[src/design/assert_macros.svh]
// Assertion macros used by the top-level design file.
// Each macro takes a label, the clock, the active-low reset, the antecedent,
// the consequent and the message that is reported on failure.
`ifndef ASSERT_MACROS_SVH
`define ASSERT_MACROS_SVH

`define ASSERT_IMPLIES(label, clk, rst_n, ante, cons, msg) \
    label: assert property (@(posedge clk) disable iff (!(rst_n)) (ante) |-> (cons)) \
        else $error(msg);

`define ASSERT_NEXT(label, clk, rst_n, ante, cons, msg) \
    label: assert property (@(posedge clk) disable iff (!(rst_n)) (ante) |=> (cons)) \
        else $error(msg);

`endif

[src/design/evg_pkg.sv]
`timescale 1ns / 1ps
// ----------------------------------------------------------------------------
// evg_pkg
// Types, constants and the arctangent table of the ellipse vertex generator.
// ----------------------------------------------------------------------------
package evg_pkg;

    localparam int MAX_VERTICES   = 256;
    localparam int CORDIC_STAGES  = 16;
    localparam int ATAN_ENTRIES   = 24;
    localparam int PIPE_DEPTH     = CORDIC_STAGES + 4;
    localparam int INFLIGHT_W     = $clog2(PIPE_DEPTH + 1);

    localparam int IDX_W    = 9;
    localparam int SIZE_W   = 16;
    localparam int COUNT_W  = 9;
    localparam int TOTAL_W  = 10;
    localparam int ANGLE_W  = 16;
    localparam int COORD_W  = 16;
    localparam int XY_W     = 34;
    localparam int Z_W      = 33;
    localparam int STAGE_W  = 5;
    localparam int PROD_W   = XY_W + SIZE_W + 1;
    localparam int CFG_IDX_W  = 3;
    localparam int CFG_DATA_W = 16;

    localparam logic [COUNT_W-1:0]  MAX_COUNT        = COUNT_W'(MAX_VERTICES);
    localparam logic signed [XY_W-1:0] CORDIC_GAIN_INIT = XY_W'(652032874);
    localparam logic signed [XY_W-1:0] Q30_ONE          = XY_W'(1073741824);

    typedef logic signed [Z_W-1:0] t_atan_table [ATAN_ENTRIES];

    localparam t_atan_table ATAN_TURNS = '{
        Z_W'(536870912), Z_W'(316933406), Z_W'(167458907), Z_W'(85004756),
        Z_W'(42667331),  Z_W'(21354465),  Z_W'(10679838),  Z_W'(5340245),
        Z_W'(2670163),   Z_W'(1335087),   Z_W'(667544),    Z_W'(333772),
        Z_W'(166886),    Z_W'(83443),     Z_W'(41722),     Z_W'(20861),
        Z_W'(10430),     Z_W'(5215),      Z_W'(2608),      Z_W'(1304),
        Z_W'(652),       Z_W'(326),       Z_W'(163),       Z_W'(81)
    };

    typedef enum logic [CFG_IDX_W-1:0] {
        REG_OUTER_WIDTH  = 3'd0,
        REG_OUTER_HEIGHT = 3'd1,
        REG_INNER_WIDTH  = 3'd2,
        REG_INNER_HEIGHT = 3'd3,
        REG_VERTEX_COUNT = 3'd4,
        REG_PHASE_STEP   = 3'd5,
        REG_SHAPE_MODE   = 3'd6
    } t_cfg_reg;

    typedef enum logic [1:0] {
        SHAPE_ELLIPSE = 2'd0,
        SHAPE_DISK    = 2'd1,
        SHAPE_RING    = 2'd2,
        SHAPE_RECT    = 2'd3
    } t_shape;

    typedef struct packed {
        logic [SIZE_W-1:0]  outer_width;
        logic [SIZE_W-1:0]  outer_height;
        logic [SIZE_W-1:0]  inner_width;
        logic [SIZE_W-1:0]  inner_height;
        logic [COUNT_W-1:0] vertex_count;
        logic [ANGLE_W-1:0] phase_step;
        t_shape             shape_mode;
    } t_cfg;

    typedef struct packed {
        logic              valid_res;
        logic              last;
        logic              rect;
        logic              cx_pos;
        logic              sy_pos;
        logic [1:0]        quad;
        logic [SIZE_W-1:0] width;
        logic [SIZE_W-1:0] height;
    } t_meta;

    function automatic logic signed [Z_W-1:0] atan_step(input logic [STAGE_W-1:0] stage);
        logic signed [Z_W-1:0] val;
        val = '0;
        if (int'(stage) < ATAN_ENTRIES) begin
            val = ATAN_TURNS[stage];
        end
        return val;
    endfunction

endpackage

[src/design/evg_front.sv]
`timescale 1ns / 1ps
// ----------------------------------------------------------------------------
// evg_front
// Decodes the vertex index against the shape, forms the angle and splits it
// into a quadrant and a residue for the rotation chain.
// ----------------------------------------------------------------------------
module evg_front (
    input  logic                                i_clk,
    input  logic                                i_rst_n,
    input  evg_pkg::t_cfg                       i_cfg,
    input  logic                                i_valid,
    output logic                                o_ready,
    input  logic [evg_pkg::IDX_W-1:0]           i_vertex_index,
    output logic                                o_valid,
    input  logic                                i_ready,
    output logic signed [evg_pkg::Z_W-1:0]      o_z,
    output evg_pkg::t_meta                      o_meta
);

    logic                                r_valid;
    logic signed [evg_pkg::Z_W-1:0]      r_z;
    evg_pkg::t_meta                      r_meta;

    logic [evg_pkg::COUNT_W-1:0]         n_count;
    logic [evg_pkg::TOTAL_W-1:0]         n_total;
    logic [evg_pkg::TOTAL_W-1:0]         n_idx_ext;
    logic [evg_pkg::IDX_W-1:0]           n_k;
    logic                                n_inner;
    logic [evg_pkg::IDX_W+evg_pkg::ANGLE_W-1:0] n_prod;
    logic [evg_pkg::ANGLE_W-1:0]         n_angle;
    logic [evg_pkg::ANGLE_W-1:0]         n_round;
    logic [1:0]                          n_quad;
    logic [evg_pkg::ANGLE_W-1:0]         n_res;
    logic signed [evg_pkg::Z_W-1:0]      n_z;
    evg_pkg::t_meta                      n_meta;

    always_comb begin
        n_count = (i_cfg.vertex_count > evg_pkg::MAX_COUNT) ? evg_pkg::MAX_COUNT
                                                            : i_cfg.vertex_count;
        case (i_cfg.shape_mode)
            evg_pkg::SHAPE_ELLIPSE: begin
                n_total = evg_pkg::TOTAL_W'(n_count);
            end
            evg_pkg::SHAPE_DISK: begin
                n_total = (n_count != '0) ? evg_pkg::TOTAL_W'(n_count) - 1'b1 : '0;
            end
            evg_pkg::SHAPE_RING: begin
                n_total = (n_count != '0) ? {n_count - 1'b1, 1'b0} : '0;
            end
            default: begin
                n_total = evg_pkg::TOTAL_W'(4);
            end
        endcase

        n_idx_ext = evg_pkg::TOTAL_W'(i_vertex_index);
        n_inner   = (i_cfg.shape_mode == evg_pkg::SHAPE_RING) && !i_vertex_index[0];
        n_k       = (i_cfg.shape_mode == evg_pkg::SHAPE_RING)
                  ? {1'b0, i_vertex_index[evg_pkg::IDX_W-1:1]} : i_vertex_index;
        n_prod    = n_k * i_cfg.phase_step;
        n_angle   = n_prod[evg_pkg::ANGLE_W-1:0];
        n_round   = n_angle + evg_pkg::ANGLE_W'(16'h2000);
        n_quad    = n_round[evg_pkg::ANGLE_W-1:evg_pkg::ANGLE_W-2];
        n_res     = n_angle - {n_quad, 14'b0};
        n_z       = $signed({n_res[evg_pkg::ANGLE_W-1], n_res, 16'b0});

        n_meta.valid_res = n_idx_ext < n_total;
        n_meta.last      = n_meta.valid_res && (n_idx_ext == n_total - 1'b1);
        n_meta.rect      = i_cfg.shape_mode == evg_pkg::SHAPE_RECT;
        n_meta.cx_pos    = i_vertex_index >= evg_pkg::IDX_W'(2);
        n_meta.sy_pos    = (i_vertex_index == evg_pkg::IDX_W'(1))
                        || (i_vertex_index == evg_pkg::IDX_W'(2));
        n_meta.quad      = n_quad;
        n_meta.width     = n_inner ? i_cfg.inner_width : i_cfg.outer_width;
        n_meta.height    = n_inner ? i_cfg.inner_height : i_cfg.outer_height;
    end

    assign o_ready = !r_valid || i_ready;

    always_ff @(posedge i_clk) begin
        if (!i_rst_n) begin
            r_valid <= 1'b0;
        end else if (o_ready) begin
            r_valid <= i_valid;
        end
    end

    always_ff @(posedge i_clk) begin
        if (o_ready && i_valid) begin
            r_z    <= n_z;
            r_meta <= n_meta;
        end
    end

    assign o_valid = r_valid;
    assign o_z     = r_z;
    assign o_meta  = r_meta;

endmodule

[config.mk]
export PLATFORM = sky130hd
export DESIGN_NAME = evg_front
export DESIGN_NICKNAME = d
export VERILOG_FILES = /design/src/design/assert_macros.svh /design/src/design/evg_pkg.sv /design/src/design/evg_front.sv
export SDC_FILE = /design/constraint.sdc
export NUM_CORES = 1
export LEC_CHECK = 0
export BUFFER_PORTS_ARGS = -buffer_cell sky130_fd_sc_hd__clkbuf_2
export CAP_MARGIN = 30
export CELL_PAD_IN_SITES_DETAIL_PLACEMENT = 1
export CELL_PAD_IN_SITES_GLOBAL_PLACEMENT = 2
export CORE_ASPECT_RATIO = 2
export CORE_UTILIZATION = 33
export CTS_CLUSTER_SIZE = 24
export DETAILED_ROUTE_END_ITERATION = 10
export PLACE_DENSITY_LB_ADDON = 0.1
export SETUP_SLACK_MARGIN = 0.15
export SLEW_MARGIN = 20
export SYNTH_ARGS = -nofsm -noshare
export SYNTH_HDL_FRONTEND = slang
export SYNTH_SLANG_ARGS = --single-unit
[constraint.sdc]
create_clock -name i_clk -period 9 [get_ports i_clk]
set_input_delay 0.9 -clock i_clk [delete_from_list [all_inputs] [get_ports i_clk]]
set_output_delay 0.9 -clock i_clk [all_outputs]
set_load 0.03 [all_outputs]
* Yosys cells after proc, flatten, opt, wreduce, memory -nomap -nowiden
Index checks and enable logic that the tools add are counted.
** Storage, ports and cells
- Bits in registers :: 56
- Logic and storage cells :: 41
** Operators by class
- Add/sub/neg operators :: 5
- Multipliers :: 1
- Order comparisons :: 3
- Equality and inequality tests :: 6
- Multiplexer cells :: 7
- Reduce and logical (&&, ||, !) cells :: 9
** Operators with widths (count)
- 2-to-1 mux 16 bit :: 2
- one-hot mux 10 bit (3 select lines) :: 1
- 2-to-1 mux 10 bit :: 2
- 2-to-1 mux 9 bit :: 2
- adder 16 x 14 -> 16 bit, second input constant :: 1
- multiplier 9 x 16 -> 16 bit :: 1
- subtractor 16 bit :: 1
- equality test 9 x 10 -> 1 bit :: 1
- < comparator 9 x 10 -> 1 bit :: 1
- subtractor 10 x 1 -> 10 bit, second input constant :: 1
- subtractor 9 x 1 -> 10 bit, second input constant :: 1
- equality test 9 x 1 -> 1 bit, second input constant :: 1
- equality test 9 x 2 -> 1 bit, second input constant :: 1
- greater-or-equal comparator 9 x 2 -> 1 bit, second input constant :: 1
- > comparator 9 bit, second input constant :: 1
- nonzero test 9 bit :: 1
- subtractor 9 x 1 -> 9 bit, second input constant :: 1
- equality test 2 bit, second input constant :: 2
- logical AND 1 bit :: 3
- equality test 2 x 1 -> 1 bit, second input constant :: 1
- logical NOT 1 bit :: 2
- logical NOT 2 bit :: 1
- logical OR 1 bit :: 2

* Depth between registers and ports, before layout
- Word-level depth :: 8
- Gate-level depth with buffers :: 35
- Gate-level depth less buffers :: 31

* Least setup slack after synthesis
OpenSTA, ideal clock, no wires.
- Kind :: input-to-reg
- Start :: input i_cfg[0] in the netlist's numbering
- End :: register r_meta, in the netlist o_meta[33] (data pin)
- Data arrival time :: 7.258 ns
- Setup slack :: 1.483 ns
- Stages :: 32
- Path through :: buf_2 -> nor2b_1 -> clkbuf_1 -> clkbuf_1 -> mux2_2 -> clkbuf_1 -> nand2_1 -> fa_1 -> inv_1 -> fa_1 -> ha_1 -> inv_1 -> fa_1 -> inv_1 -> ha_1 -> a21o_1 -> a21oi_1 -> nor2b_1 -> o21a_1 -> o311a_1 -> o21a_1 -> o21ai_0 -> nor2b_1 -> xnor2_1 -> ha_1 -> xor2_1 -> xnor2_1 -> xnor2_1 -> xnor2_1 -> xnor2_1 -> xnor2_1 -> xnor2_1
** RTL lines
- start, declared :: line evg_front.sv:10 : input evg_pkg::t_cfg i_cfg,
- end signal, assigned :: line evg_front.sv:90 : r_meta <= n_meta;
- end, declared :: line evg_front.sv:22 : evg_pkg::t_meta r_meta;

==> metrics.yaml <==
clock_tree:
  cts_inserted_buffers: 5
  path_clk_slew_ps: 80
  root_buffer: "clkbuf_16"
  cts_htree_levels: 2
  cts_tree: "done"
  cts.sinks: 56
  clock_path_buffers: 2
  cts_hold_buf: 0
  clock_latency_ps: 310
  postCtsSetupRepairBufs: 0
  cts-resized-gates: 0
synth:
  synth.most_common_cell: "inv_1"
  synthArstFlopShare: 0
  synth.distinct_cells: 64
  yosysWarnings: 0
  synth-seq-area-share: 0.255
  syn_area_per_cell_sq_um: 9.79
  yosys_register_bits: 56
  ys_top_cells_by_count: "105 x inv_1, 74 x nand2_1, 67 x fa_1"
  synth-edff-count: 55
  synth_flop_cell: "edfxtp_1"
  synth_top_area_share: 0.252
  synth_area_leaders: "edfxtp_1 25%, fa_1 20%, ha_1 7.2%"
  yosysTopAreaCell: "edfxtp_1"
  syn_area_sq_um: 6560
  synth_cells: 670
detailed_routing:
  drt_iter0_drc: 216
  wl_met2_microns: 12500
  vias: 5321
  top_layer: "met4"
  met1Wirelength_microns: 6130
  route.met3.wl_microns: 517
  postRouteAntennaNets: 0
  wirelength_microns: 20600
  viasPerCell: 4.94
  remaining_drc_errors: 0
  wl_per_cell_microns: 19.1
  first_pass_iters: 4
sta:
  worst_slew_pin_slew_ps: 849
  slew_headroom: 0.429
  max_freq_mhz: 135
  fin_crit_sh: 0.826
  fin_crit_ps: 7430
  fin_setup_tns_ps: 0
  slew_viol_final: 0
  finClkSkew_ps: 8.24
  setup_viol: 0
  hold_viol: 0
  rsz0062_at_grt: "false"
worst_setup_path:
  r2r_slack_ps: 7460
  critical_path.max_stage_delay_ps: 590
  crit_end: "o_meta[33]"
  cp_slowest_cell: "fa_1"
  end_kind: "flip-flop"
  cp.required_ps: 9060
  startpoint_type: "input pin"
  path_max_fanout: 19
  reg2regPathDepth: 3
  crit_top_cell: "xnor2_1"
  r2r_end: "o_z[17]"
  critPathArrivalTime_ps: 7490
  crit_type: "input pin to flip-flop"
  worstSetupStartpoint: "i_cfg[0]"
  reg2reg_from: "o_valid"
power:
  power_density_nw_per_um2: 267
  finalPower_mw: 2.06
  p_leak_nw: 3.60
  vdd_drop_max_v: 0.000185
die:
  die_h_microns: 201
  core.rowCount: 72
  io_pins: 178
  fp.coreArea_sq_um: 19400
  die_w_microns: 102
  start_util: 0.339
  dieArea_sq_um: 20500
global_routing:
  grt_max_degree: 56
  grt_pass1_vias: 6025
  grt_overflow: 0
  antenna_found_initial: 0
  grt_pass1_wl_microns: 32100
  grt.total_usage: 0.214
min_path:
  worstHoldPathType: "flip-flop to flip-flop"
placed_design:
  gp_congestion: 0.924
  postPlaceCellArea_sq_um: 7560
  dpl.hpwl_microns: 17500
  io_buffers: 161
job:
  max_cap_violations: 0
final_layout:
  nets: 1027
  area_growth_syn_to_layout_pct: 17.9
  design_area_sq_um: 7730
  antenna_cells: 0
  drive_gt1_frac: 0.276
status:
  status: "finished clean"
## final cells by class
| cell class | instances | area [sq um] |
|---|---|---|
| multi-input cells | 482 | 4310 |
| clock inverters | 3 | 46.3 |
| well taps | 259 | 324 |
| flip-flops and latches | 56 | 1670 |
| repair buffers | 167 | 851 |
| fillers | 2311 | 11600 |
| inverters | 106 | 403 |
| clock buffers | 5 | 125 |
## state kept, by name, indices dropped and copies added, names as in the netlist
name     count
o_z         16
o_meta      39
o_valid      1
## layout by cell type, fill, tap and decap left out, types with 12 or more instances in the layout
master,instances
clkbuf_2,161
nand2_1,74
a21oi_1,17
xnor2_1,27
conb_1,16
nor2b_1,29
mux2_2,37
nor2_1,20
o21ai_0,12
inv_1,105
fa_1,67
ha_1,38
edfxtp_1,55
and2_1,32
## worst max-delay path, delay by kind of cell
kind            cells  cell delay, ps
fa+ha+maj           6            2230
compound gates      6            1340
xor+xnor            8            1240
buf+inv             5             680
simple gates        4             610
mux                 1             490
## power by group
part           internal (mW)  total [mW]  switching (mW)
Combinational          0.653        1.39           0.742
Clock                  0.133       0.236           0.103
Sequential             0.421       0.433          0.0122
Total                   1.21        2.06           0.857
## through the flow
step / hold WS, ps / util / instances / setup slack (ps)
after floorplan: 885 / - / 685 / 1480
after global placement: 505 / 0.390 / 1070 / 1320
after detailed placement: 535 / 0.390 / 1070 / 1200
after CTS: 547 / 0.399 / 1078 / 1500
after global routing: 579 / 0.399 / 1078 / 1040
final: 534 / 0.399 / 1078 / 1570
## routing by layer
| layer | vias to the layer above | GRT usage |
|---|---|---|
| li1 | 2459 | - |
| met2 | 153 | 0.439 |
| met3 | 61 | 0.0191 |
| met5 | - | 0 |
| met1 | 2648 | 0.176 |
| met4 | 0 | 0.152 |
## worst min path at each step
stage | cells past startpoint | start | end
after global placement | 2 | o_valid | o_valid
final | 2 | o_valid | o_valid
after floorplan | 2 | o_valid | o_valid
after global routing | 2 | o_valid | o_valid
after CTS | 2 | o_valid | o_valid
after detailed placement | 2 | o_valid | o_valid
## logic make-up (layout without fill, tap and decap cells)
family                     after synthesis  count (layout)  share of synthesized area
xor gates and xnor gates                37              37                     0.0555
DFF                                     56              56                      0.255
and+or+nand+nor                        212             212                      0.170
adders and majority gates              105             105                      0.277
muxes                                   40              40                     0.0681
buffers and inverters                  147             281                     0.0969
AOI/OAI and AO/OA                       72              72                     0.0773
other                                    1              16                   0.000572
No activity file was read; power rests on OpenSTA's default activity.
