### src/design/assert_macros.svh
// Assertion macros used by the top-level design file.
// Each macro takes a label, the clock, the active-low reset, the antecedent,
// the consequent and the message that is reported on failure.
`ifndef ASSERT_MACROS_SVH
`define ASSERT_MACROS_SVH

`define ASSERT_IMPLIES(label, clk, rst_n, ante, cons, msg) \
    label: assert property (@(posedge clk) disable iff (!(rst_n)) (ante) |-> (cons)) \
        else $error(msg);

`define ASSERT_NEXT(label, clk, rst_n, ante, cons, msg) \
    label: assert property (@(posedge clk) disable iff (!(rst_n)) (ante) |=> (cons)) \
        else $error(msg);

`endif

### src/design/evg_pkg.sv
`timescale 1ns / 1ps
// ----------------------------------------------------------------------------
// evg_pkg
// Types, constants and the arctangent table of the ellipse vertex generator.
// ----------------------------------------------------------------------------
package evg_pkg;

    localparam int MAX_VERTICES   = 256;
    localparam int CORDIC_STAGES  = 16;
    localparam int ATAN_ENTRIES   = 24;
    localparam int PIPE_DEPTH     = CORDIC_STAGES + 4;
    localparam int INFLIGHT_W     = $clog2(PIPE_DEPTH + 1);

    localparam int IDX_W    = 9;
    localparam int SIZE_W   = 16;
    localparam int COUNT_W  = 9;
    localparam int TOTAL_W  = 10;
    localparam int ANGLE_W  = 16;
    localparam int COORD_W  = 16;
    localparam int XY_W     = 34;
    localparam int Z_W      = 33;
    localparam int STAGE_W  = 5;
    localparam int PROD_W   = XY_W + SIZE_W + 1;
    localparam int CFG_IDX_W  = 3;
    localparam int CFG_DATA_W = 16;

    localparam logic [COUNT_W-1:0]  MAX_COUNT        = COUNT_W'(MAX_VERTICES);
    localparam logic signed [XY_W-1:0] CORDIC_GAIN_INIT = XY_W'(652032874);
    localparam logic signed [XY_W-1:0] Q30_ONE          = XY_W'(1073741824);

    typedef logic signed [Z_W-1:0] t_atan_table [ATAN_ENTRIES];

    localparam t_atan_table ATAN_TURNS = '{
        Z_W'(536870912), Z_W'(316933406), Z_W'(167458907), Z_W'(85004756),
        Z_W'(42667331),  Z_W'(21354465),  Z_W'(10679838),  Z_W'(5340245),
        Z_W'(2670163),   Z_W'(1335087),   Z_W'(667544),    Z_W'(333772),
        Z_W'(166886),    Z_W'(83443),     Z_W'(41722),     Z_W'(20861),
        Z_W'(10430),     Z_W'(5215),      Z_W'(2608),      Z_W'(1304),
        Z_W'(652),       Z_W'(326),       Z_W'(163),       Z_W'(81)
    };

    typedef enum logic [CFG_IDX_W-1:0] {
        REG_OUTER_WIDTH  = 3'd0,
        REG_OUTER_HEIGHT = 3'd1,
        REG_INNER_WIDTH  = 3'd2,
        REG_INNER_HEIGHT = 3'd3,
        REG_VERTEX_COUNT = 3'd4,
        REG_PHASE_STEP   = 3'd5,
        REG_SHAPE_MODE   = 3'd6
    } t_cfg_reg;

    typedef enum logic [1:0] {
        SHAPE_ELLIPSE = 2'd0,
        SHAPE_DISK    = 2'd1,
        SHAPE_RING    = 2'd2,
        SHAPE_RECT    = 2'd3
    } t_shape;

    typedef struct packed {
        logic [SIZE_W-1:0]  outer_width;
        logic [SIZE_W-1:0]  outer_height;
        logic [SIZE_W-1:0]  inner_width;
        logic [SIZE_W-1:0]  inner_height;
        logic [COUNT_W-1:0] vertex_count;
        logic [ANGLE_W-1:0] phase_step;
        t_shape             shape_mode;
    } t_cfg;

    typedef struct packed {
        logic              valid_res;
        logic              last;
        logic              rect;
        logic              cx_pos;
        logic              sy_pos;
        logic [1:0]        quad;
        logic [SIZE_W-1:0] width;
        logic [SIZE_W-1:0] height;
    } t_meta;

    function automatic logic signed [Z_W-1:0] atan_step(input logic [STAGE_W-1:0] stage);
        logic signed [Z_W-1:0] val;
        val = '0;
        if (int'(stage) < ATAN_ENTRIES) begin
            val = ATAN_TURNS[stage];
        end
        return val;
    endfunction

endpackage

### src/design/evg_res_if.sv
`timescale 1ns / 1ps
// ----------------------------------------------------------------------------
// evg_res_if
// Result channel: one polygon vertex per word.
// ----------------------------------------------------------------------------
interface evg_res_if;
    logic                                valid;
    logic                                ready;
    logic signed [evg_pkg::COORD_W-1:0]  vertex_x;
    logic signed [evg_pkg::COORD_W-1:0]  vertex_y;
    logic                                valid_res;
    logic                                last;

    modport source (output valid, output vertex_x, output vertex_y,
                    output valid_res, output last, input ready);
    modport sink   (input valid, input vertex_x, input vertex_y,
                    input valid_res, input last, output ready);
endinterface

### src/design/evg_back.sv
`timescale 1ns / 1ps
// ----------------------------------------------------------------------------
// evg_back
// Rotates cosine and sine into their quadrant, scales them by the shape size,
// rounds and saturates, and holds the result word for the sink.
// ----------------------------------------------------------------------------
module evg_back (
    input  logic                                i_clk,
    input  logic                                i_rst_n,
    input  logic                                i_valid,
    output logic                                o_ready,
    input  logic signed [evg_pkg::XY_W-1:0]     i_x,
    input  logic signed [evg_pkg::XY_W-1:0]     i_y,
    input  evg_pkg::t_meta                      i_meta,
    evg_res_if.source                           o_res
);

    logic                                   r_a_valid;
    logic signed [evg_pkg::XY_W-1:0]        r_a_c;
    logic signed [evg_pkg::XY_W-1:0]        r_a_s;
    evg_pkg::t_meta                         r_a_meta;

    logic                                   r_b_valid;
    logic signed [evg_pkg::PROD_W-1:0]      r_b_px;
    logic signed [evg_pkg::PROD_W-1:0]      r_b_py;
    logic                                   r_b_valid_res;
    logic                                   r_b_last;

    logic                                   r_c_valid;
    logic signed [evg_pkg::COORD_W-1:0]     r_c_x;
    logic signed [evg_pkg::COORD_W-1:0]     r_c_y;
    logic                                   r_c_valid_res;
    logic                                   r_c_last;

    logic                                   n_a_ready;
    logic                                   n_b_ready;
    logic                                   n_c_ready;
    logic signed [evg_pkg::XY_W-1:0]        n_c;
    logic signed [evg_pkg::XY_W-1:0]        n_s;
    logic signed [evg_pkg::PROD_W-1:0]      n_px;
    logic signed [evg_pkg::PROD_W-1:0]      n_py;
    logic signed [evg_pkg::COORD_W-1:0]     n_x;
    logic signed [evg_pkg::COORD_W-1:0]     n_y;

    function automatic logic signed [evg_pkg::COORD_W-1:0] round_sat(
        input logic signed [evg_pkg::PROD_W-1:0] prod
    );
        logic signed [evg_pkg::PROD_W:0]                     sum;
        logic signed [evg_pkg::PROD_W-31:0]                  quo;
        logic signed [evg_pkg::COORD_W-1:0]                  res;
        sum = {prod[evg_pkg::PROD_W-1], prod} + (evg_pkg::PROD_W+1)'(1073741824);
        quo = sum[evg_pkg::PROD_W:31];
        if (quo > (evg_pkg::PROD_W-30)'(32767)) begin
            res = 16'sh7fff;
        end else if (quo < -(evg_pkg::PROD_W-30)'(32768)) begin
            res = 16'sh8000;
        end else begin
            res = quo[evg_pkg::COORD_W-1:0];
        end
        return res;
    endfunction

    assign n_c_ready = !r_c_valid || o_res.ready;
    assign n_b_ready = !r_b_valid || n_c_ready;
    assign n_a_ready = !r_a_valid || n_b_ready;
    assign o_ready   = n_a_ready;

    always_comb begin
        case (i_meta.quad)
            2'd0: begin
                n_c = i_x;
                n_s = i_y;
            end
            2'd1: begin
                n_c = -i_y;
                n_s = i_x;
            end
            2'd2: begin
                n_c = -i_x;
                n_s = -i_y;
            end
            default: begin
                n_c = i_y;
                n_s = -i_x;
            end
        endcase
        if (i_meta.rect) begin
            n_c = i_meta.cx_pos ? evg_pkg::Q30_ONE : -evg_pkg::Q30_ONE;
            n_s = i_meta.sy_pos ? evg_pkg::Q30_ONE : -evg_pkg::Q30_ONE;
        end
    end

    assign n_px = r_a_c * $signed({1'b0, r_a_meta.width});
    assign n_py = r_a_s * $signed({1'b0, r_a_meta.height});
    assign n_x  = r_b_valid_res ? round_sat(r_b_px) : '0;
    assign n_y  = r_b_valid_res ? round_sat(r_b_py) : '0;

    always_ff @(posedge i_clk) begin
        if (!i_rst_n) begin
            r_a_valid <= 1'b0;
            r_b_valid <= 1'b0;
            r_c_valid <= 1'b0;
        end else begin
            if (n_a_ready) begin
                r_a_valid <= i_valid;
            end
            if (n_b_ready) begin
                r_b_valid <= r_a_valid;
            end
            if (n_c_ready) begin
                r_c_valid <= r_b_valid;
            end
        end
    end

    always_ff @(posedge i_clk) begin
        if (n_a_ready && i_valid) begin
            r_a_c    <= n_c;
            r_a_s    <= n_s;
            r_a_meta <= i_meta;
        end
        if (n_b_ready && r_a_valid) begin
            r_b_px        <= n_px;
            r_b_py        <= n_py;
            r_b_valid_res <= r_a_meta.valid_res;
            r_b_last      <= r_a_meta.last;
        end
        if (n_c_ready && r_b_valid) begin
            r_c_x         <= n_x;
            r_c_y         <= n_y;
            r_c_valid_res <= r_b_valid_res;
            r_c_last      <= r_b_valid_res && r_b_last;
        end
    end

    assign o_res.valid     = r_c_valid;
    assign o_res.vertex_x  = r_c_x;
    assign o_res.vertex_y  = r_c_y;
    assign o_res.valid_res = r_c_valid_res;
    assign o_res.last      = r_c_last;

endmodule

### src/flat_wrapper.sv
// flat-port wrapper written by rule: the top's interface ports become plain ports
module evg_back_flat 
  (i_clk, i_rst_n, i_valid, o_ready, i_x, i_y, i_meta, o_res_valid, o_res_vertex_x, o_res_vertex_y, o_res_valid_res, o_res_last, o_res_ready);
  evg_res_if o_res_i ();
  input  logic i_clk;
  input  logic i_rst_n;
  input  logic i_valid;
  output logic o_ready;
  input  logic signed [evg_pkg::XY_W-1:0] i_x;
  input  logic signed [evg_pkg::XY_W-1:0] i_y;
  input  evg_pkg::t_meta i_meta;
  output wire logic [$bits(o_res_i.valid)-1:0] o_res_valid;
  output wire logic [$bits(o_res_i.vertex_x)-1:0] o_res_vertex_x;
  output wire logic [$bits(o_res_i.vertex_y)-1:0] o_res_vertex_y;
  output wire logic [$bits(o_res_i.valid_res)-1:0] o_res_valid_res;
  output wire logic [$bits(o_res_i.last)-1:0] o_res_last;
  input wire logic [$bits(o_res_i.ready)-1:0] o_res_ready;
  assign o_res_valid = o_res_i.valid;
  assign o_res_vertex_x = o_res_i.vertex_x;
  assign o_res_vertex_y = o_res_i.vertex_y;
  assign o_res_valid_res = o_res_i.valid_res;
  assign o_res_last = o_res_i.last;
  assign o_res_i.ready = o_res_ready;
  evg_back u_core (.i_clk(i_clk), .i_rst_n(i_rst_n), .i_valid(i_valid), .o_ready(o_ready), .i_x(i_x), .i_y(i_y), .i_meta(i_meta), .o_res(o_res_i));
endmodule
### config.mk
export PLATFORM = sky130hd
export DESIGN_NAME = evg_back_flat
export DESIGN_NICKNAME = d
export VERILOG_FILES = /design/src/design/assert_macros.svh /design/src/design/evg_pkg.sv /design/src/design/evg_res_if.sv /design/src/design/evg_back.sv /design/src/flat_wrapper.sv
export SDC_FILE = /design/constraint.sdc
export NUM_CORES = 2
export LEC_CHECK = 0
export ABC_AREA = 1
export BUFFER_PORTS_ARGS = -buffer_cell sky130_fd_sc_hd__buf_2
export CORE_MARGIN = 2
export CORE_UTILIZATION = 50
export CTS_BUF_LIST = sky130_fd_sc_hd__clkbuf_4 sky130_fd_sc_hd__clkbuf_8
export DETAILED_ROUTE_END_ITERATION = 16
export MAX_ROUTING_LAYER = met4
export PLACE_DENSITY = 0.66
export SKIP_LAST_GASP = 1
export SLEW_MARGIN = 20
export SYNTH_ARGS = -nofsm -noshare
export SYNTH_HDL_FRONTEND = slang
export SYNTH_SLANG_ARGS = --single-unit
### constraint.sdc
create_clock -name i_clk -period 16.4 [get_ports i_clk]
set_clock_uncertainty 0.1 [all_clocks]
set_input_delay 1.64 -clock i_clk [delete_from_list [all_inputs] [get_ports i_clk]]
set_output_delay 1.64 -clock i_clk [all_outputs]
set_load 0.01 [all_outputs]
# Word level (Yosys, flattened, before mapping)
# Cells that the tools add are included.
# Widths: inputs -> output; s select.
[classes] add_sub_neg=4 mul=2 magnitude_cmp=4 eq_ne=2 mux=10 bitwise_logic=1 n_reduce_logical=13
[ops] operator="$pmux 34 s3" count=2
[ops] operator="$mux 34" count=4
[ops] operator="$add 51x32->52 const B" count=2
[ops] operator="$mul 34x17->51" count=2
[ops] operator="$neg 34->34" count=2
[ops] operator="$gt 21x16->1 const B" count=2
[ops] operator="$lt 21x16->1 const B" count=2
[ops] operator="$mux 16" count=2
[ops] operator="$mux 15" count=2
[ops] operator="$logic_and 1x1->1" count=4
[ops] operator="$reduce_or 2->1" count=2
[ops] operator="$logic_not 1->1" count=3
[ops] operator="$logic_or 1x1->1" count=3
[ops] operator="$eq 2x1->1 const B" count=1
[ops] operator="$eq 2x2->1 const B" count=1
[ops] operator="$logic_not 2->1" count=1
[ops] operator="$not 1->1" count=1
[word_totals] ff_bits=243 in_bits=111 output_inout_bits=36 elab_cells=55

# Logic depth before layout (Yosys ltp)
[depth] ltp_word=5 depth_mapped=30 mapped_depth_nobuf=28

# Least setup slack after synthesis
# OpenSTA, ideal clock, no wires.
[synth_path] path_kind="register to register" start="reg u_core.r_a_c[33] (netlist name)" end="reg u_core.r_b_px[45] (netlist name) (data pin)" setup_ns=0.260 t_arrival_ns=5.488 t_required_ns=16.040 path_slack_ns=10.552 path_stages_with_launch=23 n_path_buf=2 period_less_slack_ns=5.848 path_cell_list="edfxtp_1 > clkbuf_1 > clkbuf_1 > nand2_1 > fa_1 > inv_1 > fa_1 > fa_1 > fa_1 > fa_1 > inv_1 > fa_1 > inv_1 > ha_1 > nand2_1 > nor2_1 > inv_1 > nor2_1 > nand3_1 > nor3_1 > o21ai_0 > nand3_1 > xor2_1"
[synth_between] elab_chain_cells=1
[synth_rtl] item="start, declared" line="evg_back.sv:19" rtl="logic signed [evg_pkg::XY_W-1:0] r_a_c;"
[synth_rtl] item="start signal, assigned" line="evg_back.sv:118" rtl="r_a_c <= n_c;"
[synth_rtl] item="$mul 34x17->51" line="evg_back.sv:93" rtl="assign n_px = r_a_c * $signed({1'b0, r_a_meta.width});"
[synth_rtl] item="net u_core.n_px (one bit)" line="evg_back.sv:40" rtl="logic signed [evg_pkg::PROD_W-1:0] n_px;"
[synth_rtl] item="end signal, assigned" line="evg_back.sv:123" rtl="r_b_px <= n_px;"
[synth_rtl] item="end, declared" line="evg_back.sv:24" rtl="logic signed [evg_pkg::PROD_W-1:0] r_b_px;"
# The timed path passes the listed nets, and every way through them passes these cells.
# A chain may end at the register's enable or synchronous reset.

# Final worst setup path
[layout_path] start="reg u_core.r_a_c[33] (netlist name)" end="reg u_core.r_b_px[46] (netlist name) (data pin)"
# The elaborated chain is that of the path after synthesis.

==> metrics <==
outcome=finished clean; Final Hold Fails=0; WL final=146000 um; largest net degree at the start of global routing=64; chip width=320 um; CTS tree=built; Setup Slack @ Placement=9.54 ns; Post-synth top cells=inv_1 (1797), nand2_1 (1739), fa_1 (1030); Vias=40548; top cells by area, synth=fa_1 (41%), inv_1 (14%), nand2_1 (13%); Syn Nets=7848; vias in the first global route=42948; worst reg2reg startpoint=u_core.r_a_c[33]$_DFFE_PP_; Area growth, synth to finish=4.05%; FMAX=0.143 GHz; Die ar.=102000 um2; post-CTS sizing=0; Min-Delay Path Class=flip-flop to flip-flop; Filler cells=9594; GRT Total Usage=30.6%; RD Place Congestion=0.991; total CTS buffers=17; number of synthesized flops with an enable pin=180; final setup fails=0; syn avg cell area=7.72 um2; Worst-Margin Slew=1.05 ns; Worst EP required=16.78 ns; Crit. Startpoint=u_core.r_a_c[33]$_DFFE_PP_; postcts setup bufs=0; H-tree levels=4; most area-hungry cell type in the Yosys netlist=fa_1; port bufs=146; Final min period=6.98 ns; critical path peak fanout=16; Hold Startpoint=u_core.r_a_meta[38]$_DFFE_PP_; Syn. warnings=0; first-pass GRT wire length=236000 um; die height=320 um; core area=98700 um2; max-cap viol count=0; Slew Viols, Final=0; grt ovf=0; CP Launch Type=flip-flop; Gate Count Post-Synth=6465; CP arrival=7.36 ns; routed length per instance=19.0 um; clk root buf=clkbuf_8; Slew headroom=30.2%; mapped cell area=49900 um2; prevailing post-synth register cell=edfxtp_1; top-area cell type share of the netlist area=41.3%; antenna violations before repair=6; Final ANT Viol Nets=0; dpl hpwl=118000 um; DRC=0; clk sinks=183; share of cells above drive strength 1=4.65%; crit path capture type=flip-flop; sequential share of the synthesized area=10.9%; total I/O pin count=147; Longest Clk Path Bufs=2; final worst slack=9.42 ns; Initial Utilization=50.6%; vias per cell=5.28; NumNets Final=7756; detailed-router iteration count before antenna repair=8; register bit total from synthesis=183; most frequent cell after synthesis=inv_1; drt initial violations=3032; Cell Rows=115; RSZ-0062 raised after global routing=no; latest clock arrival within the worst-skew pair=0.64 ns; fin crit share=42.6%; Post-CTS Hold Buffers=0; Crit Path Class=flip-flop to flip-flop; Netlist cell types=50; Post-synth ARST share=0%; Worst-path clk slew=0.16 ns; setup_tns=0 ns
## metrics by stage
step / area (um2) / cells / utilization, % / hold slack [ns]
after floorplan: 49900 / 6465 / - / 0.300
after global placement: 51500 / 7639 / 52.1 / 0.306
after detailed placement: 51500 / 7640 / 52.2 / 0.308
after CTS: 51900 / 7672 / 52.6 / 0.322
after global routing: 52000 / 7678 / 52.6 / 0.324
final: 52000 / 7679 / 52.6 / 0.314
## flip-flops by register name, indices dropped and copies added (netlist names)
| register | count |
|---|---|
| u_core.o_res.valid | 1 |
| u_core.r_b_py | 21 |
| u_core.r_a_valid | 1 |
| u_core.r_b_px | 21 |
| u_core.o_res.vertex_y | 16 |
| u_core.o_res.valid_res | 1 |
| u_core.o_res.vertex_x | 16 |
| u_core.r_b_valid_res | 1 |
| u_core.o_res.last | 1 |
| u_core.r_a_s | 34 |
| u_core.r_b_last | 1 |
| u_core.r_a_meta | 34 |
| u_core.r_b_valid | 1 |
| u_core.r_a_c | 34 |
## final timing paths
| path | end | slack, ns | depth (start not counted) |
|---|---|---|---|
| setup / recovery | u_core.r_b_px[46]$_DFFE_PP_ | 9.42 | 18 |
| hold / removal | u_core.r_b_valid_res$_DFFE_PP_ | 0.31 | 0 |
| setup reg to reg | u_core.r_b_px[46]$_DFFE_PP_ | 9.42 | 18 |
| hold reg to reg | u_core.r_b_valid_res$_DFFE_PP_ | 0.31 | 0 |
## cell families (layout without fill, tap and decap cells)
group	Yosys count	count (layout)	synth area share (%)
compound gates	459	459	5.19
simple gates	2349	2349	18.9
other cells	0	6	0
fa+ha+maj	1272	1272	47.4
flops	183	183	10.9
buf+inv	2105	2026	15.9
xor+xnor	97	97	1.70
## routing by layer
metal,share of wire (%),global-route usage (%),vias up,wire (um)
met5,0,-,-,0
met4,3.2,9.53,0,4630
met3,6.1,3.10,266,8850
met2,48,51.0,1490,70700
met1,42,39.5,20316,61600
li1,-,-,18476,-
## layout make-up
type	instances	area [um2]	share of cell area (%)
multi-input cells	4177	36600	70.4
inverters	1803	6770	13.0
flip-flops and latches	183	5470	10.5
well taps	1287	1610	3.10
repair buffers	191	1110	2.13
clock buffers	17	234	0.450
clock inverters	15	201	0.388
diodes	6	15.0	0.0289
## worst max-delay path: stages (launching register included)
cell and delay (ns):
edfxtp_1 0.82, nand2_1 0.21, inv_1 0.16, fa_1 0.54
fa_1 0.90, fa_1 0.53, fa_1 0.50, fa_1 0.48
inv_1 0.05, fa_1 0.49, inv_1 0.05, ha_1 0.37
nand2_1 0.11, nor2_1 0.19, inv_1 0.11, nor4_1 0.51
nand3_1 0.26, nand3_1 0.24, xor2_1 0.21
## placed cells by master (no fill, tap or decap), drive strengths merged
master and n:
o22ai 10, a21o 14, nand2b 1, nand3b 10, and3 7, buf 191
o211ai 6, a221oi 13, diode 6, nor4 10, o21bai 24, xor2 72
a22oi 6, o21a 6, o31ai 1, nor3 38, dfxtp 3, ha 242
inv 1813, a41oi 3, nor2 301, o221ai 3, or2 11, edfxtp 180
a211oi 1, nand4 49, o21ai 148, clkinv 5, nand2 1757, a21oi 215
nand3 165, fa 1030, a21boi 3, clkbuf 17, xnor2 25, a31oi 6
Power is left out: the tool's default activity adds up to more than one toggle a clock period on the data nets, which glitch-free logic cannot reach.
