**src/design/assert_macros.svh**
```systemverilog
// Assertion macros used by the top-level design file.
// Each macro takes a label, the clock, the active-low reset, the antecedent,
// the consequent and the message that is reported on failure.
`ifndef ASSERT_MACROS_SVH
`define ASSERT_MACROS_SVH

`define ASSERT_IMPLIES(label, clk, rst_n, ante, cons, msg) \
    label: assert property (@(posedge clk) disable iff (!(rst_n)) (ante) |-> (cons)) \
        else $error(msg);

`define ASSERT_NEXT(label, clk, rst_n, ante, cons, msg) \
    label: assert property (@(posedge clk) disable iff (!(rst_n)) (ante) |=> (cons)) \
        else $error(msg);

`endif

```
**src/design/evg_pkg.sv**
```systemverilog
`timescale 1ns / 1ps
// ----------------------------------------------------------------------------
// evg_pkg
// Types, constants and the arctangent table of the ellipse vertex generator.
// ----------------------------------------------------------------------------
package evg_pkg;

    localparam int MAX_VERTICES   = 256;
    localparam int CORDIC_STAGES  = 16;
    localparam int ATAN_ENTRIES   = 24;
    localparam int PIPE_DEPTH     = CORDIC_STAGES + 4;
    localparam int INFLIGHT_W     = $clog2(PIPE_DEPTH + 1);

    localparam int IDX_W    = 9;
    localparam int SIZE_W   = 16;
    localparam int COUNT_W  = 9;
    localparam int TOTAL_W  = 10;
    localparam int ANGLE_W  = 16;
    localparam int COORD_W  = 16;
    localparam int XY_W     = 34;
    localparam int Z_W      = 33;
    localparam int STAGE_W  = 5;
    localparam int PROD_W   = XY_W + SIZE_W + 1;
    localparam int CFG_IDX_W  = 3;
    localparam int CFG_DATA_W = 16;

    localparam logic [COUNT_W-1:0]  MAX_COUNT        = COUNT_W'(MAX_VERTICES);
    localparam logic signed [XY_W-1:0] CORDIC_GAIN_INIT = XY_W'(652032874);
    localparam logic signed [XY_W-1:0] Q30_ONE          = XY_W'(1073741824);

    typedef logic signed [Z_W-1:0] t_atan_table [ATAN_ENTRIES];

    localparam t_atan_table ATAN_TURNS = '{
        Z_W'(536870912), Z_W'(316933406), Z_W'(167458907), Z_W'(85004756),
        Z_W'(42667331),  Z_W'(21354465),  Z_W'(10679838),  Z_W'(5340245),
        Z_W'(2670163),   Z_W'(1335087),   Z_W'(667544),    Z_W'(333772),
        Z_W'(166886),    Z_W'(83443),     Z_W'(41722),     Z_W'(20861),
        Z_W'(10430),     Z_W'(5215),      Z_W'(2608),      Z_W'(1304),
        Z_W'(652),       Z_W'(326),       Z_W'(163),       Z_W'(81)
    };

    typedef enum logic [CFG_IDX_W-1:0] {
        REG_OUTER_WIDTH  = 3'd0,
        REG_OUTER_HEIGHT = 3'd1,
        REG_INNER_WIDTH  = 3'd2,
        REG_INNER_HEIGHT = 3'd3,
        REG_VERTEX_COUNT = 3'd4,
        REG_PHASE_STEP   = 3'd5,
        REG_SHAPE_MODE   = 3'd6
    } t_cfg_reg;

    typedef enum logic [1:0] {
        SHAPE_ELLIPSE = 2'd0,
        SHAPE_DISK    = 2'd1,
        SHAPE_RING    = 2'd2,
        SHAPE_RECT    = 2'd3
    } t_shape;

    typedef struct packed {
        logic [SIZE_W-1:0]  outer_width;
        logic [SIZE_W-1:0]  outer_height;
        logic [SIZE_W-1:0]  inner_width;
        logic [SIZE_W-1:0]  inner_height;
        logic [COUNT_W-1:0] vertex_count;
        logic [ANGLE_W-1:0] phase_step;
        t_shape             shape_mode;
    } t_cfg;

    typedef struct packed {
        logic              valid_res;
        logic              last;
        logic              rect;
        logic              cx_pos;
        logic              sy_pos;
        logic [1:0]        quad;
        logic [SIZE_W-1:0] width;
        logic [SIZE_W-1:0] height;
    } t_meta;

    function automatic logic signed [Z_W-1:0] atan_step(input logic [STAGE_W-1:0] stage);
        logic signed [Z_W-1:0] val;
        val = '0;
        if (int'(stage) < ATAN_ENTRIES) begin
            val = ATAN_TURNS[stage];
        end
        return val;
    endfunction

endpackage

```
**src/design/evg_cordic_cell.sv**
```systemverilog
`timescale 1ns / 1ps
// ----------------------------------------------------------------------------
// evg_cordic_cell
// One rotation step of the sine-cosine chain, with its own pipeline register.
// ----------------------------------------------------------------------------
module evg_cordic_cell (
    input  logic                                i_clk,
    input  logic                                i_rst_n,
    input  logic [evg_pkg::STAGE_W-1:0]         i_stage,
    input  logic                                i_valid,
    output logic                                o_ready,
    input  logic signed [evg_pkg::XY_W-1:0]     i_x,
    input  logic signed [evg_pkg::XY_W-1:0]     i_y,
    input  logic signed [evg_pkg::Z_W-1:0]      i_z,
    input  evg_pkg::t_meta                      i_meta,
    output logic                                o_valid,
    input  logic                                i_ready,
    output logic signed [evg_pkg::XY_W-1:0]     o_x,
    output logic signed [evg_pkg::XY_W-1:0]     o_y,
    output logic signed [evg_pkg::Z_W-1:0]      o_z,
    output evg_pkg::t_meta                      o_meta
);

    logic                                r_valid;
    logic signed [evg_pkg::XY_W-1:0]     r_x;
    logic signed [evg_pkg::XY_W-1:0]     r_y;
    logic signed [evg_pkg::Z_W-1:0]      r_z;
    evg_pkg::t_meta                      r_meta;

    logic signed [evg_pkg::XY_W-1:0]     n_xs;
    logic signed [evg_pkg::XY_W-1:0]     n_ys;
    logic signed [evg_pkg::Z_W-1:0]      n_atan;
    logic signed [evg_pkg::XY_W-1:0]     n_x;
    logic signed [evg_pkg::XY_W-1:0]     n_y;
    logic signed [evg_pkg::Z_W-1:0]      n_z;

    always_comb begin
        n_xs   = i_x >>> i_stage;
        n_ys   = i_y >>> i_stage;
        n_atan = evg_pkg::atan_step(i_stage);
        if (!i_z[evg_pkg::Z_W-1]) begin
            n_x = i_x - n_ys;
            n_y = i_y + n_xs;
            n_z = i_z - n_atan;
        end else begin
            n_x = i_x + n_ys;
            n_y = i_y - n_xs;
            n_z = i_z + n_atan;
        end
    end

    assign o_ready = !r_valid || i_ready;

    always_ff @(posedge i_clk) begin
        if (!i_rst_n) begin
            r_valid <= 1'b0;
        end else if (o_ready) begin
            r_valid <= i_valid;
        end
    end

    always_ff @(posedge i_clk) begin
        if (o_ready && i_valid) begin
            r_x    <= n_x;
            r_y    <= n_y;
            r_z    <= n_z;
            r_meta <= i_meta;
        end
    end

    assign o_valid = r_valid;
    assign o_x     = r_x;
    assign o_y     = r_y;
    assign o_z     = r_z;
    assign o_meta  = r_meta;

endmodule

```
**config.mk**
```make
export PLATFORM = sky130hd
export DESIGN_NAME = evg_cordic_cell
export DESIGN_NICKNAME = d
export VERILOG_FILES = /design/src/design/assert_macros.svh /design/src/design/evg_pkg.sv /design/src/design/evg_cordic_cell.sv
export SDC_FILE = /design/constraint.sdc
export NUM_CORES = 1
export LEC_CHECK = 0
export BUFFER_PORTS_ARGS = -buffer_cell sky130_fd_sc_hd__buf_4
export CAP_MARGIN = 20
export CORE_MARGIN = 2
export CORE_UTILIZATION = 34
export DETAILED_ROUTE_END_ITERATION = 8
export PLACE_DENSITY_LB_ADDON = 0.05
export SYNTH_ARGS = -nofsm -noshare
export SYNTH_HDL_FRONTEND = slang
export SYNTH_SLANG_ARGS = --single-unit
```
**constraint.sdc**
```tcl
create_clock -name i_clk -period 11.9 [get_ports i_clk]
set_clock_uncertainty 0.05 [all_clocks]
set_input_delay 3.57 -clock i_clk [delete_from_list [all_inputs] [get_ports i_clk]]
set_output_delay 3.57 -clock i_clk [all_outputs]
set_load 0.02 [all_outputs]
```
### After elaboration in Yosys (flattened, before gate mapping)

Memory sizes are Yosys's and may differ from the RTL's.
Cells that the tools add are included.

| storage, ports and cells | value |
|---|---|
| register bits | 141 |
| memories kept | 1 |
| bits of input ports | 149 |
| memory bits (read-only) | 1056 |
| word-level logic and storage cells | 33 |
| output and inout port bits | 142 |

| cells by class | value |
|---|---|
| reduce and logical (&&, ||, !) cells | 3 |
| $lt $le $gt $ge | 2 |
| bitwise gates (word level) | 1 |
| mux-type cells | 6 |
| $add $sub $neg | 6 |
| shift-type cells | 2 |

Memories:

| name | words | bits a word | read ports | clocked after memory_dff | write ports | RTL line | source |
|---|---|---|---|---|---|---|---|
| (no name shown) | 32 | 33 | 1 | 0 | 0 | evg_pkg.sv:84 | `val = ATAN_TURNS[stage];` |

Operators by type and width:

| kind | count |
|---|---|
| $mux 33 | 4 |
| $add 34x34->34 | 2 |
| $mux 34 | 2 |
| $sshr 34x5->34 | 2 |
| $sub 34x34->34 | 2 |
| $add 33x33->33 | 1 |
| $sub 33x33->33 | 1 |
| $ge 6x6->1 const B | 1 |
| $not 5->6 | 1 |
| $lt 5x5->1 const B | 1 |
| $logic_and 1x1->1 | 1 |
| $logic_not 1->1 | 1 |
| $logic_or 1x1->1 | 1 |

### Logic depth before layout (Yosys ltp)

Gate-level depths: netlist of run 1.

| depth | value |
|---|---|
| word-level depth | 7 |
| mapped depth | 27 |
| gate-level depth less buffers | 23 |

### Worst setup path before layout of run 1

Ideal clock, no wire load.

| timing path | value |
|---|---|
| kind | input-to-reg |
| from | input port i_stage[1] (netlist bit) |
| to | register r_z, in the netlist o_z[29] (data pin) |
| stages on the path | 22 |
| path slack | 2940 ps |
| data required time | 11572 ps |
| arrival time | 8633 ps |
| library setup time | 278 ps |
| buffers on the path | 3 |
| cell sequence | inv_2 buf_2 buf_1 ha_1 or3b_1 a21oi_1 a211oi_1 nor3_1 and2_1 a41o_1 buf_2 xnor2_1 ha_1 nand3_1 o221ai_1 a2111oi_0 o21ai_0 a211o_1 a31o_2 a311o_1 mux2i_1 o311ai_0 |

| between the ends | value |
|---|---|
| cells in the longest elaborated chain, start to end | 7 |
| elaborated cells between the ends (all ways) | 9 |
| those cells by class | add/sub (2); order compare (1); mux (4); bitwise (1); memory (1) |

RTL lines:

| element | RTL line | source |
|---|---|---|
| from (decl) | evg_cordic_cell.sv:9 | `input logic [evg_pkg::STAGE_W-1:0] i_stage,` |
| $not 5->6 (implied by the code) | evg_pkg.sv:84 |  |
| $mem_v2 32x33 | -- |  |
| $mux 33 (implied by the code) (2 in series) | evg_pkg.sv:84 |  |
| $mux 33 (*) | evg_pkg.sv:83 | `if (int'(stage) < ATAN_ENTRIES) begin` |
| $sub 33x33->33 or $add 33x33->33 (tied branches) | evg_cordic_cell.sv:44, evg_cordic_cell.sv:48 |  |
| $mux 33 (*) | evg_cordic_cell.sv:41 | `if (!i_z[evg_pkg::Z_W-1]) begin` |
| net n_z (one bit) | evg_cordic_cell.sv:35 | `logic signed [evg_pkg::Z_W-1:0] n_z;` |
| to (signal assigned) | evg_cordic_cell.sv:66 | `r_z <= n_z;` |
| to (decl) | evg_cordic_cell.sv:27 | `logic signed [evg_pkg::Z_W-1:0] r_z;` |

The timed path passes the listed nets; every way through them passes the cells marked *. The select of a mux whose other input is x is not followed.
A chain may end at the register's enable or synchronous reset.

### Worst setup path after layout of run 1

| timing path | value |
|---|---|
| from | input port i_stage[0] (netlist bit) |
| to | register r_y, in the netlist o_y[32] (data pin) |

| between the ends | value |
|---|---|
| cells in the longest elaborated chain, start to end | 3 |
| elaborated cells between the ends (all ways) | 4 |
| those cells by class | add/sub (2); shift (1); mux (1) |

RTL lines:

| element | RTL line | source |
|---|---|---|
| $sshr 34x5->34 (*) | evg_cordic_cell.sv:38 | `n_xs = i_x >>> i_stage;` |
| $add 34x34->34 or $sub 34x34->34 (tied branches) | evg_cordic_cell.sv:43, evg_cordic_cell.sv:47 |  |
| $mux 34 (*) | evg_cordic_cell.sv:41 |  |
| net n_y (one bit) | evg_cordic_cell.sv:34 | `logic signed [evg_pkg::XY_W-1:0] n_y;` |
| to (signal assigned) | evg_cordic_cell.sv:65 | `r_y <= n_y;` |
| to (decl) | evg_cordic_cell.sv:26 | `logic signed [evg_pkg::XY_W-1:0] r_y;` |

The timed path passes the listed nets; every way through them passes the cells marked *.

==> results of run 1 <==
[cells by family (layout without fill, tap and decap cells)]
family / after synthesis / in the layout / share of synthesized area [%]
adder cells (fa/ha/maj): 111 / 111 / 8.32
other: 0 / 2 / 0
XOR/XNOR: 166 / 166 / 8.58
multiplexers: 174 / 174 / 16.1
flip-flops: 141 / 141 / 24.9
AND/OR/NAND/NOR: 491 / 491 / 14.8
AO/OA/AOI/OAI: 559 / 559 / 22.8
buffers and inverters: 158 / 408 / 4.50
[through the flow]
step | power (W) | utilization, % | hold WS, ns
final | 0.00259 | 41.3 | 0.508
after global routing | 0.00275 | 41.2 | 0.573
after CTS | 0.00261 | 41.2 | 0.517
after detailed placement | 0.00204 | 40.1 | 0.504
after global placement | 0.00205 | 40.1 | 0.493
after floorplan | 0.00160 | - | 0.700
[cells in the mapped netlist (19+ instances only)]
master    count  share of area [%]
nor2_1      152                3.4
edfxtp_1    140                 25
a21oi_1     135                4.0
nand2_1     128                2.8
xnor2_1     110                5.7
ha_1        108                8.0
o21ai_0      77                2.3
mux4_2       67                8.9
xor2_1       56                2.9
inv_1        55                1.2
mux2i_1      55                3.2
clkbuf_1     42               0.93
a21o_1       41                1.8
mux2_2       36                2.4
o22ai_1      32                1.2
a31oi_1      31                1.1
nor3_1       29               0.86
buf_2        27               0.80
o21a_1       26                1.2
a211oi_1     24                1.1
nor2b_1      24               0.89
nand2b_1     23               0.85
nand3_1      23               0.68
and2_1       20               0.74
a22oi_1      19               0.84
[worst reg2reg max path: cells and delay by family (launching register included)]
family | cells | cell delay (ns)
buf+inv | 1 | 0.71
flops | 1 | 0.31
simple gates | 2 | 0.44
[state kept, by name, indices dropped and copies added (netlist names)]
register  count
o_x          34
o_z          33
o_valid       1
o_y          34
o_meta       39
[routing by layer]
metal | GRT usage [%] | vias to the layer above | share of wire (%)
met1 | 37.5 | 7772 | 46
met2 | 39.4 | 643 | 44
li1 | - | 7433 | -
met4 | 10.2 | 0 | 3.2
met3 | 4.10 | 98 | 6.6
met5 | 0 | - | 0
[path summary, 6_finish.rpt]
kind / start / end / slack, ns / cells past startpoint
setup / recovery: i_stage[0] / o_y[32] / 1.86 / 23
hold / removal: o_valid / o_valid / 0.51 / 2
setup reg to reg: o_valid / o_z[21] / 9.92 / 3
hold reg to reg: o_valid / o_valid / 0.51 / 2
[layout make-up]
type                            instances  area, sq um
Antenna cell                            2         5.00
Clock buffer                           17          425
Clock inverter                         15          151
Fill cell                            5009        28800
Inverter                               58          218
Multi-Input combinational cell       1501        12000
Sequential cell                       141         4220
Tap cell                              664          831
Timing Repair Buffer                  318         2400
[power breakdown]
group	total [W]	internal (W)	switching (W)
Clock	0.000541	0.000293	0.000247
Sequential	0.000705	0.000681	0.0000236
Combinational	0.00134	0.000549	0.000792
Total	0.00259	0.00152	0.00106
==> flow_summary_export.csv, run 1 <==
group,metric,value,unit
outcome,status,"finished clean",
critical_path,startpoint_type,"input port",
clock_network,numCtsBuffers,17,
critical_path,arrival,10.19,ns
critical_path,critPathSlowestCell,"nor4_2",
die,dieWidth,227,um
critical_path,max_stage_delay,0.61,ns
final_layout,final_nets,2297,
synthesis,synth-edff-count,140,
power_and_ir_drop,peakVddDrop,0.104,mV
die,row_count,81,
critical_path,crit_chain,"buf_6 -> buf_4 -> buf_4 -> mux4_2 -> a22oi_1 -> o22ai_1 -> a211oi_2 -> ha_1 -> inv_1 -> nor4_2 -> and2_1 -> nor2_1 -> xor2_1 -> ha_1 -> o21ai_0 -> a211oi_1 -> nand3_1 -> a21oi_1 -> o21ai_0 -> a21oi_1 -> nor2_1 -> a31oi_1 -> o311ai_0",
synthesis,synth.yosys.seq_area_share,24.9,%
place,gp_congestion,0.978,
die,ios,291,
power_and_ir_drop,power_density,128,mW/mm^2
grt,grt_first_pass_wirelength,99700,um
final_layout,instances_no_fill,2716,
route,drtAntennaViolNets,0,
route,routed_wl,67900,um
place,port_buffers,290,
synthesis,syn_inst,1800,
grt,first_global_vias,15300,
route,first_iter_violations,1343,
final_layout,drive_above_1_share,24.9,%
critical_path,cp-end-kind,"flip-flop",
synthesis,synth_nets,2060,
route,viasPerCell,5.87,
final_layout,layout_commonest_cell,"buf_4",
place,preCtsSetupSlack,1.38,ns
grt,grt_remaining_overflow,0,
clock_network,clock-sinks,141,
final_layout,area_delta_synth_final,19.4,%
die,die_area,0.0517,sq mm
clock_network,post_cts_buffers,0,
grt,grt_max_degree,76,
sta,worstMarginPinSlew,1.29,ns
critical_path,critical_path.n_buffers_inverters,4,
synthesis,synth_seq_cells,141,
route,drc,0,
sta,fmax,99.6,MHz
sta,hold_violations,0,
critical_path,cp_max_fo,75,
sta,slew_viol_final,0,
critical_path,path_class,"in2reg",
synthesis,netlist_area,0.0170,sq mm
sta,finalWorstSetupSlack,1.86,ns
route,via_count,15900,
power_and_ir_drop,p_leak,8.11,nW
die,die_h,227,um
synthesis,synth.avg_cell_area,9.42,sq um
sta,rsz0062_at_grt,"false",
clock_network,clk_latency,0.48,ns
die,core_area,0.0491,sq mm
place,hpwl,53300,um
clock_network,htreeDepth,4,
sta,maxSlewHeadroom,12.7,%
clock_network,cts-resized-gates,0,
sta,fin_crit_sh,84.4,%
die,start_util,34.6,%
route,drt_pre_antenna_iters,5,
synthesis,ys_warn_count,0,
critical_path,cp.required,12.05,ns
route,wl_per_cell,25.0,um
sta,tns,0,ns
grt,antenna_found_initial,0,
clock_network,hold_buffers,0,
critical_path,cp_top_family,"compound AO/OA/AOI/OAI gates",
clock_network,clock-root-buffer,"clkbuf_16",
flow_run,cap_viol_max_count,0,
place,placed_area,0.0197,sq mm
grt,grt_usage,26.2,%
clock_network,cts_buffer_depth,2,
place,dp.cells,2682,
synthesis,synth_cell_types,104,
synthesis,async_flop_share,0,%
final_layout,stdcell_area,0.0202,sq mm
final_layout,final_cell_mix,"buf_4 (316), nor2_1 (151), edfxtp_1 (140)",
clock_network,cts_tree,"yes",
sta,final-setup-viol-count,0,
sta,fin_crit,10.04,ns
clock_network,clkSlewWorstSetupHoldPaths,0.06,ns
synthesis,ys.flop_type,"edfxtp_1",
hold_path,min_path_type,"reg2reg",
(Power assumes the default switching activity.)
==> run 2, diff against run 1 <==
==> constraint.sdc (replaced) <==
create_clock -name i_clk -period 9.2 [get_ports i_clk]
set_clock_uncertainty 0.05 [all_clocks]
set_input_delay 2.76 -clock i_clk [delete_from_list [all_inputs] [get_ports i_clk]]
set_output_delay 2.76 -clock i_clk [all_outputs]
set_load 0.02 [all_outputs]
==> flow_summary_export.csv, run 2 (same netlist as run 1, synthesis figures left out) <==
group,metric,value,unit
clock_network,hold_buffers,0,
final_layout,final_nets,2344,
critical_path,critPathSlowestCell,"or4b_4",
sta,fmax,118,MHz
place,dp.cells,2729,
critical_path,cp_top_family,"compound AO/OA/AOI/OAI gates",
final_layout,largest_reg_flops,39,
sta,fin_crit,8.51,ns
route,via_count,16300,
die,core_area,0.0491,sq mm
grt,grt_first_pass_wirelength,101000,um
final_layout,fillers,4917,
sta,slew_viol_final,0,
critical_path,startpoint_type,"input port",
clock_network,clock-sinks,141,
critical_path,critical_path.n_buffers_inverters,3,
grt,grt_usage,26.2,%
critical_path,max_stage_delay,0.59,ns
die,ios,291,
clock_network,clk_latency,0.48,ns
power_and_ir_drop,power,0.00339,W
grt,antenna_found_initial,1,
die,start_util,34.6,%
critical_path,cp_max_fo,34,
die,die_area,0.0517,sq mm
place,placed_area,0.0201,sq mm
critical_path,cp-end-kind,"flip-flop",
sta,rsz0062_at_grt,"false",
clock_network,numCtsBuffers,17,
final_layout,drive_above_1_share,26.6,%
critical_path,cp.required,9.35,ns
final_layout,layout_commonest_cell,"buf_4",
sta,maxSlewHeadroom,33.6,%
route,viasPerCell,5.89,
grt,grt_util_met2,39.7,%
final_layout,area_delta_synth_final,21.7,%
grt,met1_usage,36.5,%
critical_path,arrival,8.66,ns
grt,first_global_vias,15600,
route,first_iter_violations,1620,
clock_network,htreeDepth,4,
route,drtAntennaViolNets,0,
final_layout,final_cell_mix,"buf_4 (359), nor2_1 (151), edfxtp_1 (140)",
place,gp_congestion,0.973,
clock_network,post_cts_buffers,0,
clock_network,clock-root-buffer,"clkbuf_16",
die,row_count,81,
critical_path,r2r_slack,7.16,ns
final_layout,stdcell_area,0.0206,sq mm
die,die_h,227,um
clock_network,cts_tree,"yes",
critical_path,path_class,"in2reg",
sta,tns,0,ns
clock_network,clkSlewWorstSetupHoldPaths,0.07,ns
sta,hold_violations,0,
hold_path,min_path_type,"reg2reg",
outcome,status,"finished clean",
flow_run,cap_viol_max_count,0,
route,drc,0,
route,drt_pre_antenna_iters,6,
power_and_ir_drop,p_leak,8.35,nW
sta,final-setup-viol-count,0,
grt,busiest_layer,"met2",
final_layout,num_antenna_cells,0,
route,routed_wl,68100,um
sta,worstMarginPinSlew,0.971,ns
sta,finalWorstSetupSlack,0.691,ns
sta,fin_crit_sh,92.5,%
clock_network,cts_buffer_depth,2,
place,port_buffers,290,
critical_path,crit_chain,"buf_6 -> buf_12 -> buf_12 -> mux4_1 -> mux2i_1 -> a22oi_1 -> a211o_1 -> or4b_4 -> nor2_1 -> a21oi_1 -> xor2_1 -> ha_1 -> o21ai_0 -> a211oi_1 -> nand3_1 -> a21oi_1 -> o21ai_0 -> a21oi_1 -> nor2_1 -> a31oi_1 -> o311ai_0",
route,wl_per_cell,24.7,um
final_layout,instances_no_fill,2761,
die,dieWidth,227,um
grt,grt_use_met3,5.59,%
power_and_ir_drop,power_density,164,mW/mm^2
grt,grt_max_degree,92,
clock_network,cts-resized-gates,0,
critical_path,critPathMostFrequentCell,"a21oi_1",
grt,grt_remaining_overflow,0,
power_and_ir_drop,peakVddDrop,0.125,mV
place,hpwl,54200,um
place,preCtsSetupSlack,0.202,ns
run 2: metrics by stage:
step | hold WS [ns] | utilization [%]
2_1_floorplan | 0.700 | -
3_3_place_gp | 0.485 | 40.9
3_5_place_dp | 0.498 | 40.9
4_1_cts | 0.510 | 42.1
5_1_grt | 0.557 | 42.1
6_report | 0.504 | 42.1
run 2: final cells by class:
type	instances	area [sq um]	share of cell area (%)
clock inverter	14	149	0.722
sequential	141	4220	20.5
inverter	58	218	1.06
timing repair buffer	365	2810	13.6
multi-input combinational	1501	12000	58.0
clock buffer	18	429	2.08
tap	664	831	4.03
run 2: final timing paths:
| path | endpoint | depth (start not counted) | from |
|---|---|---|---|
| worst max-delay path | o_y[32] | 21 | i_stage[0] |
| worst min-delay path | o_valid | 2 | o_valid |
| worst max register to register | o_z[21] | 3 | o_valid |
| worst min register to register | o_valid | 2 | o_valid |
run 2: metal layers:
layer	up-vias	share of wire [%]
met1	7915	45
li1	7528	-
met4	0	3.2
met3	98	7.7
met5	-	0
met2	712	44
run 2: power breakdown:
part	switching [W]	internal [W]	total (W)
clock	0.000336	0.000380	0.000715
sequential	0.0000322	0.000881	0.000913
combinational	0.00102	0.000732	0.00176
run 2: worst register-to-register path: stages, from the launching register on:
cell      delay (ns)
dfxtp_1         0.31
nand2b_1        0.10
and2_4          0.61
buf_12          0.46
